[config.mk]
export PLATFORM = sky130hd
export DESIGN_NAME = gdep_ram
export DESIGN_NICKNAME = d
export VERILOG_FILES = /design/src/hdl/gdep_ram.sv
export SDC_FILE = /design/constraint.sdc
export NUM_CORES = 1
export LEC_CHECK = 0
export ABC_AREA = 1
export BUFFER_PORTS_ARGS = -buffer_cell sky130_fd_sc_hd__buf_2
export CAP_MARGIN = 15
export CORE_ASPECT_RATIO = 2
export CORE_MARGIN = 2
export CORE_UTILIZATION = 60
export CTS_BUF_LIST = sky130_fd_sc_hd__clkbuf_8
export CTS_CLUSTER_SIZE = 8
export DETAILED_ROUTE_END_ITERATION = 8
export PLACE_DENSITY_LB_ADDON = 0.3
export SLEW_MARGIN = 30
export SYNTH_ARGS = -nofsm -noshare
export SYNTH_HDL_FRONTEND = slang
export SYNTH_SLANG_ARGS = --single-unit
export TNS_END_PERCENT = 10
[constraint.sdc]
create_clock -name clk -period 3 [get_ports clk]
set_input_delay 0.6 -clock clk [delete_from_list [all_inputs] [get_ports clk]]
set_output_delay 0.6 -clock clk [all_outputs]
set_load 0.02 [all_outputs]
[src/hdl/gdep_ram.sv]
`timescale 1ns / 1ps
module gdep_ram #(
    parameter int WIDTH = 8,
    parameter int DEPTH = 16
) (
    input  logic                     clk,
    input  logic                     we,
    input  logic [$clog2(DEPTH)-1:0] addr,
    input  logic [WIDTH-1:0]         wdata,
    output logic [WIDTH-1:0]         rdata
);

    logic [WIDTH-1:0] mem [DEPTH];

    always_ff @(posedge clk)
    begin
        if (we)
        begin
            mem[addr] <= wdata;
        end
        rdata <= mem[addr];
    end

endmodule

==> impl_metrics.py <==
metrics = {
    "status": {
        "status": "complete, no violations",
    },
    "drt": {
        "drc": 0,
        "ant_nets": 0,
        "drt_iter0_drc": 272,
        "wl_per_cell_microns": 16.9,
        "dr.pass1.iters": 5,
        "viasPerCell": 5.27,
        "finalWirelength_microns": 11700,
        "vias": 3644,
    },
    "logic_synthesis": {
        "netlist_area_sq_um": 5590,
        "synth_largest_area_cell": "edfxtp_1",
        "ys_top_cells_by_area": "edfxtp_1 (69%), nand2_1 (23%), dfxtp_1 (2.9%), inv_1 (1.4%), nor2_1 (1.2%)",
        "synthSimpleGateAreaFrac": 0.248,
        "ys_seq_area_frac": 0.716,
        "ys_async_sr_fraction": 0,
        "ys_ff_latch": 136,
        "synthFlopType": "edfxtp_1",
        "synth.most_common_cell": "nand2_1",
        "synthMuxAreaShare": 0,
        "syn_nets": 562,
        "synthTopCellsByCount": "nand2_1 (346), edfxtp_1 (128), inv_1 (21)",
        "ys_warn_count": 0,
        "synth_xor_area_frac": 0,
        "synthAdderAreaFrac": 0,
        "synth_cell_types": 11,
        "synthCells": 548,
        "synth_compound_area_frac": 0,
        "synth_top_area_share": 0.687,
        "synth_top_family_by_area": "simple AND/OR/NAND/NOR gates",
        "syn_area_per_cell_sq_um": 10.2,
        "synth_edf_count": 128,
    },
    "placement": {
        "placed_cell_area_sq_um": 5780,
        "port_buffers": 21,
        "dp.final_hpwl_microns": 7750,
        "gp_routability_congestion": 0.931,
    },
    "setup_path": {
        "arrival_ps": 1970,
        "critPathSlowestCell": "nor2_1",
        "start_kind": "input pin",
        "max_stage_delay_ps": 590,
        "required_ps": 3060,
        "crit_chain": "buf_2 > clkinv_1 > buf_4 > nand3_1 > nor2_1",
        "crit_family": "simple AND/OR/NAND/NOR gates",
        "end_kind": "flip-flop",
        "timing.critical_path.fanout_max": 20,
        "path_class": "input pin to flip-flop",
        "crit_buf_inv": 3,
    },
    "run": {
        "max_cap_viol_count": 0,
    },
    "clock_tree": {
        "ctsResizeCount": 0,
        "h-tree-depth": 4,
        "tritoncts": "done",
        "postCtsSetupRepairBufs": 0,
        "insertion_delay_ps": 430,
        "clk_pin_slew_ps": 70,
        "root_buffer": "clkbuf_8",
        "cts.sinks": 136,
        "ctsHoldBuffers": 0,
        "clockBufferDepth": 2,
        "cts_buffers": 17,
    },
    "global_route": {
        "overflow": 0,
        "grt_pass1_vias": 3634,
        "grtUsageTotal": 0.254,
        "antenna_found_initial": 0,
        "grt_first_pass_wirelength_microns": 18100,
        "grt_max_degree": 65,
    },
    "floorplanning": {
        "row_count": 49,
        "dieArea_sq_um": 10200,
        "core-area_sq_um": 9010,
        "start_util": 0.621,
        "ioPinCount": 22,
        "die_w_microns": 72.3,
        "die_h_microns": 141,
    },
    "finish": {
        "multiInputGateArea_sq_um": 1390,
        "antenna_cells": 0,
        "fill_cells": 695,
        "seq_area_sq_um": 4000,
        "nets": 590,
        "areaGrowthSynthToFinish_pct": 10.8,
        "stdcell_area_sq_um": 6190,
        "drive_above_1_share": 0.100,
    },
    "timing": {
        "slew_violations": 0,
        "finalHoldViolCount": 0,
        "skew_ps": 7.81,
        "grt_setup_unrepaired": "no",
        "min_period_ps": 1910,
        "slew-limit-headroom": 0.536,
        "worst_pin_slew_ps": 693,
        "fmaxAchievable_ghz": 0.524,
        "finalSetupTns_ps": 0,
        "min_period_over_period": 0.636,
        "setup_violations": 0,
    },
    "min_path": {
        "hold_class": "input pin to flip-flop",
    },
    "power": {
        "total_power_mw": 3.94,
        "p_leak_nw": 2.69,
        "max-vdd-ir-drop_v": 0.000481,
        "pwr_density_cell_nw_per_um2": 637,
    },
}
==> layout by cell type (no fill, tap or decap), types with 3 or more instances in the layout <==
master / netlist / routed
inv_1: 21 / 22
dfxtp_1: 8 / 8
nor2_1: 18 / 18
buf_4: 6 / 9
clkinv_1: 1 / 4
bufinv_16: 0 / 4
edfxtp_1: 128 / 128
buf_2: 12 / 21
clkinv_2: 0 / 3
clkbuf_8: 0 / 17
nand3_1: 4 / 4
nand2_1: 346 / 346
==> report_power, final <==
group	switching (mW)	leakage, nW	internal [mW]
sequential	0.0108	1.22	2.12
clock	0.655	0.213	0.893
combinational	0.195	1.25	0.0679
total	0.861	2.69	3.08
==> path summary, 6_finish.rpt <==
check,from,to,slack [ps],cells after the start
hold reg to reg,mem[9][3]$_DFFE_PP_,rdata[3]$_DFF_P_,700,8
hold / removal,wdata[7],mem[14][7]$_DFFE_PP_,610,1
setup reg to reg,mem[4][7]$_DFFE_PP_,rdata[7]$_DFF_P_,1980,8
setup / recovery,addr[1],mem[5][0]$_DFFE_PP_,1090,5
==> registers in the layout (all words and copies together), names as in the netlist <==
| register | cells |
|---|---|
| mem | 128 |
| rdata | 8 |
==> per-layer routing <==
layer | GRT usage | routed length, microns | up-vias
li1 | - | - | 1805
met5 | 0 | 0 | -
met1 | 0.284 | 4040 | 1694
met2 | 0.449 | 6610 | 120
met3 | 0.0554 | 679 | 25
met4 | 0.113 | 354 | 0
==> kinds of logic after synthesis <==
group                  count (synthesis)
AND/OR/NAND/NOR                      368
flip-flops                           136
buffers and inverters                 44
==> layout make-up <==
class / count / share of cell area
clock buffer: 17 / 0.0378
clock inverter: 15 / 0.0297
inverter: 23 / 0.0139
multi-input combinational: 368 / 0.224
sequential: 136 / 0.646
tap: 102 / 0.0206
timing repair buffer: 30 / 0.0279
==> stage by stage <==
stage / setup WS, ps / hold WS (ps) / util / std cells
2_1_floorplan: 1020 / 643 / - / 548
4_1_cts: 1100 / 584 / 0.687 / 691
5_1_grt: 957 / 581 / 0.687 / 691
3_3_place_gp: 741 / 696 / 0.641 / 659
3_5_place_dp: 640 / 701 / 0.641 / 659
6_report: 1090 / 611 / 0.687 / 691
(Power assumes the default switching activity.)
