==> src/hdl/gdep_pkg.sv <==
`timescale 1ns / 1ps
package gdep_pkg;

    localparam int MAX_DIM_DEF     = 64;
    localparam int STACK_DEPTH_DEF = 8192;

    localparam int IN_W      = 24;
    localparam int OUT_W     = 24;
    localparam int CFG_DATA_W = 7;

    localparam logic [7:0] GEN_START = 8'd6;
    localparam logic [7:0] GEN_LAST  = 8'd254;

    typedef enum logic [1:0] {
        FUNC_WRITE = 2'd0,
        FUNC_PRUNE = 2'd1,
        FUNC_READ  = 2'd2
    } gdep_func_t;

    typedef enum logic {
        REG_GRID_WIDTH  = 1'b0,
        REG_GRID_HEIGHT = 1'b1
    } gdep_reg_t;

    typedef enum logic [3:0] {
        ST_IDLE,
        ST_RD_WAIT,
        ST_SCAN_START,
        ST_TF_CENTER,
        ST_TF_CWAIT,
        ST_TF_NB,
        ST_TF_NBWAIT,
        ST_TF_EVAL,
        ST_TF_PUSH,
        ST_SCAN_NEXT,
        ST_LOOP_CHK,
        ST_DRAIN,
        ST_POP_WAIT,
        ST_DONE
    } gdep_state_t;

    // Bit m is set when an 8-neighbour blocked mask m allows a fill
    localparam logic [255:0] APPROVE_LUT = {
        32'hE880F880, 32'hEC80FC80, 32'hE8A0F8A0, 32'hECA0FCA0,
        32'hE888F888, 32'hEC88FC88, 32'hE8A8F8A8, 32'hECA8FCA8
    };

    // Neighbour offsets, two-bit signed, bit i of the mask is entry i
    function automatic logic [1:0] nb_dx(input logic [2:0] i);
        logic [1:0] d;
        case (i)
            3'd1, 3'd4, 3'd6: d = 2'b11;
            3'd2, 3'd5, 3'd7: d = 2'b01;
            default:          d = 2'b00;
        endcase
        return d;
    endfunction

    function automatic logic [1:0] nb_dy(input logic [2:0] i);
        logic [1:0] d;
        case (i)
            3'd0, 3'd4, 3'd5: d = 2'b11;
            3'd3, 3'd6, 3'd7: d = 2'b01;
            default:          d = 2'b00;
        endcase
        return d;
    endfunction

    function automatic logic [7:0] gen_step(input logic [7:0] g);
        return (g == GEN_LAST) ? 8'd0 : g + 8'd1;
    endfunction

endpackage

==> src/hdl/gdep_nbr.sv <==
`timescale 1ns / 1ps
module gdep_nbr import gdep_pkg::*; #(
    parameter int MAX_DIM = MAX_DIM_DEF
) (
    input  logic [$clog2(MAX_DIM)-1:0] cx,
    input  logic [$clog2(MAX_DIM)-1:0] cy,
    input  logic [2:0]                 idx,
    input  logic [$clog2(MAX_DIM):0]   eff_w,
    input  logic [$clog2(MAX_DIM):0]   eff_h,
    output logic [$clog2(MAX_DIM)-1:0] nx,
    output logic [$clog2(MAX_DIM)-1:0] ny,
    output logic                       in_map
);

    localparam int XW = $clog2(MAX_DIM);

    logic [1:0]           dx;
    logic [1:0]           dy;
    logic signed [XW+1:0] sx;
    logic signed [XW+1:0] sy;

    always_comb
    begin
        dx = nb_dx(idx);
        dy = nb_dy(idx);
        sx = $signed({2'b00, cx}) + $signed({{XW{dx[1]}}, dx});
        sy = $signed({2'b00, cy}) + $signed({{XW{dy[1]}}, dy});
        in_map = (sx >= 0) && (sy >= 0) &&
                 (sx < $signed({1'b0, eff_w})) && (sy < $signed({1'b0, eff_h}));
        nx = sx[XW-1:0];
        ny = sy[XW-1:0];
    end

endmodule
==> config.mk <==
export PLATFORM = sky130hd
export DESIGN_NAME = gdep_nbr
export DESIGN_NICKNAME = d
export VERILOG_FILES = /design/src/hdl/gdep_pkg.sv /design/src/hdl/gdep_nbr.sv
export SDC_FILE = /design/constraint.sdc
export NUM_CORES = 1
export LEC_CHECK = 0
export BUFFER_PORTS_ARGS = -buffer_cell sky130_fd_sc_hd__buf_4
export CAP_MARGIN = 0
export CORE_MARGIN = 10
export CORE_UTILIZATION = 50
export DETAILED_ROUTE_END_ITERATION = 7
export GPL_TIMING_DRIVEN = 0
export PLACE_DENSITY_LB_ADDON = 0.25
export REMOVE_ABC_BUFFERS = 1
export SYNTH_ARGS = -nofsm -noshare
export SYNTH_HDL_FRONTEND = slang
export SYNTH_SLANG_ARGS = --single-unit
==> constraint.sdc <==
create_clock -name vclk -period 5.5
set_input_delay 1.1 -clock vclk [all_inputs]
set_output_delay 1.1 -clock vclk [all_outputs]
set_load 0.01 [all_outputs]
==> key figures <==
Outcome
  – Status: finished, final reports clean

STA
  – Max-slew violation count: 0
  – Fmax: 190 MHz
  – Setup violators final: 0
  – Relative slew slack: 0.652
  – RSZ-0062 raised after global routing: false
  – WHS: 2.52 ns
  – Final period util: 0.955
  – Fin. Hold Viols: 0
  – Worst-Margin Slew: 0.522 ns
  – Fin crit period: 5.25 ns

Layout
  – Register Area: 0 um^2
  – Clock buffers: 0
  – N_diodes: 0
  – Layout overhead on the synthesized area: 37.9%
  – Fillcell total: 172
  – Final Core Density: 0.730
  – Multi-input logic area: 855 um^2
  – Share of layout cells above drive strength 1: 0.290
  – FF+latch count: 0
  – Final nets: 222
  – Finished Cell Area: 1270 um^2

Yosys
  – Distinct cells, synth: 30
  – Area share of and/or/nand/nor cells after synthesis: 0.171
  – Largest family of logic cells by synthesized area: adder cells
  – Synth Area in Adders: 0.409
  – Post-Syn Area: 925 um^2
  – Compound-Gate Fraction of Synth Area: 0.246
  – Synth Instances: 120
  – Multiplexer area fraction after synthesis: 0
  – Post-synth top area share: 0.365
  – Synth area leaders: ha_1 (37%), inv_1 (7.3%), a211oi_1 (5.7%)
  – Avg Inst Size Synth: 7.71 um^2
  – Yosys top cell by area: ha_1
  – Synth warn: 0
  – Register area share after synthesis: 0
  – Post-synthesis xor/xnor area fraction: 0.0947

Drt
  – Post-route ant nets: 0
  – Routed len/inst: 13.1 um
  – Total wire length: 2.45 mm
  – Vias per cell: 5.29
  – DRC: 0
  – DRT Pass-1 Iters: 4
  – Iteration-0 DRC Markers: 8
  – Vias: 989

GRT
  – Grt peak-use layer: met2
  – Largest net degree at the start of global routing: 11
  – Antenna violations before repair: 0
  – Met1 Track Usage GR: 0.137
  – Met2 Resource Use GR: 0.218
  – First-pass GRT wire length: 4.20 mm
  – Total grt overflow: 0
  – Met3 Use GR: 0.0251
  – Vias in the first global route: 1008
  – All-layer global routing usage: 0.116

Power
  – Logic pwr share: 1.000
  – Sequential fraction of design power: 0
  – Switching pwr: 89.8 uW
  – Worst VDD drop: 0.0000839 V
  – Cell Int Power: 93.9 uW
  – Leak Pwr: 0.699 nW
  – Sw Ratio: 0.489
  – Clk pwr share: 0
  – PD cells: 144 nW/um^2

Die
  – IO Pins: 42
  – Initial core utilization: 0.530
  – Die Height: 63.0 um
  – Die ar.: 3970 um^2
  – Die width: 63.0 um
  – Cell Rows: 15
  – Core Area: 1750 um^2

Placed design
  – Number of I/O port buffers: 42
  – GP Congestion: 0.909
  – Dpl hpwl: 2.24 mm
  – Placed cell area: 1270 um^2

Clocking
  – Postcts setup bufs: 0

Hold path
  – Hold Path Class: input port to output port

Critical path
  – Crit path kind: input port to output port
  – CP Data Arrival Time: 4.15 ns
  – Worst Path Required: 4.40 ns
  – Critical Path Sink Type: output port
  – Crit-path max FO: 3
  – Startpoint types: input port

Run
  – Max cap viols: 0
[worst paths after layout]
path | slack [ns] | endpoint | from | depth (start not counted)
worst max-delay path | 0.25 | in_map | idx[1] | 16
worst min-delay path | 2.52 | nx[0] | cx[0] | 3
[synth_stat cells, types with 2 or more instances]
cell type and number:
o21ai_0 5, xnor2_1 6, a21o_1 4, nor2b_1 2, ha_1 27, o21a_1 2, fa_1 2, nor3_1 4
inv_1 18, nor2_1 9, nand2b_1 4, a21oi_1 6, nand4_1 3, a211oi_1 7, xor2_1 4, o21ai_1 3
[kinds of logic after synthesis]
logic type | count (synthesis)
compound gates | 34
xor+xnor | 10
fa+ha+maj | 29
buf+inv | 19
simple gates | 28
[power by group through the flow]
stage | registers (mW) | logic, mW | clock network [mW]
6_report | 0 | 0.184 | 0
5_1_grt | 0 | 0.205 | 0
4_1_cts | 0 | 0.187 | 0
3_5_place_dp | 0 | 0.185 | 0
3_3_place_gp | 0 | 0.179 | 0
2_1_floorplan | 0 | 0.116 | 0
[metal layers]
| metal | part of all wire | up-vias |
|---|---|---|
| li1 | - | 518 |
| met2 | 0.49 | 28 |
| met4 | 0 | 0 |
| met5 | 0 | - |
| met3 | 0.060 | 0 |
| met1 | 0.44 | 443 |
[critical path, cell delays in order]
cell      delay [ns]
buf_4           0.12
xor2_1          0.16
or2_1           0.22
ha_1            0.22
fa_1            0.42
a21o_1          0.18
a21o_1          0.20
a21oi_1         0.15
o21bai_1        0.08
xor2_1          0.15
ha_1            0.30
nand4_1         0.11
nor3_1          0.07
a211o_1         0.24
nor4b_2         0.27
buf_4           0.16
[placed cells by master (no fill, tap or decap)]
cell type and instances:
o21ai_2 1, inv_4 1, o311ai_1 1, and2b_4 1, a21o_1 4, a211oi_2 1
o21ai_0 5, nor2_1 9, a211o_1 1, o21ai_1 2, ha_1 27, or2b_1 1
fa_1 2, a211oi_1 7, nand2_1 1, inv_1 18, o211ai_1 1, nand2b_1 4
buf_4 42, or2_1 1, xnor2_1 6, o21a_1 2, nor3_1 4, nand4_1 3
o22ai_1 1, a21oi_1 6, nor4b_2 1, o21bai_1 1, nor2b_1 2, xor2_1 4
o31a_1 1, nand3_1 1
[layout make-up]
class,count,area share
tap,25,0.0245
multi-input combinational,101,0.670
inverter,19,0.0579
timing repair buffer,42,0.247
[timing repair]
| action | in CTS | in global routing |
|---|---|---|
| endpoints found under the setup margin | 1 | 0 |
| gates resized for setup | 1 | 0 |
| hold buffers | 0 | 0 |
[metrics by stage]
stage	TNS (ns)	instances	setup WS [ns]	power, mW
after floorplan	0	120	0.481	0.116
after detailed placement	-0.0446	187	-0.0446	0.185
after global placement	0	187	0.0128	0.179
after CTS	0	187	0.238	0.187
final	0	187	0.249	0.184
after global routing	0	187	0.0706	0.205
No activity file was read; power rests on OpenSTA's default activity.
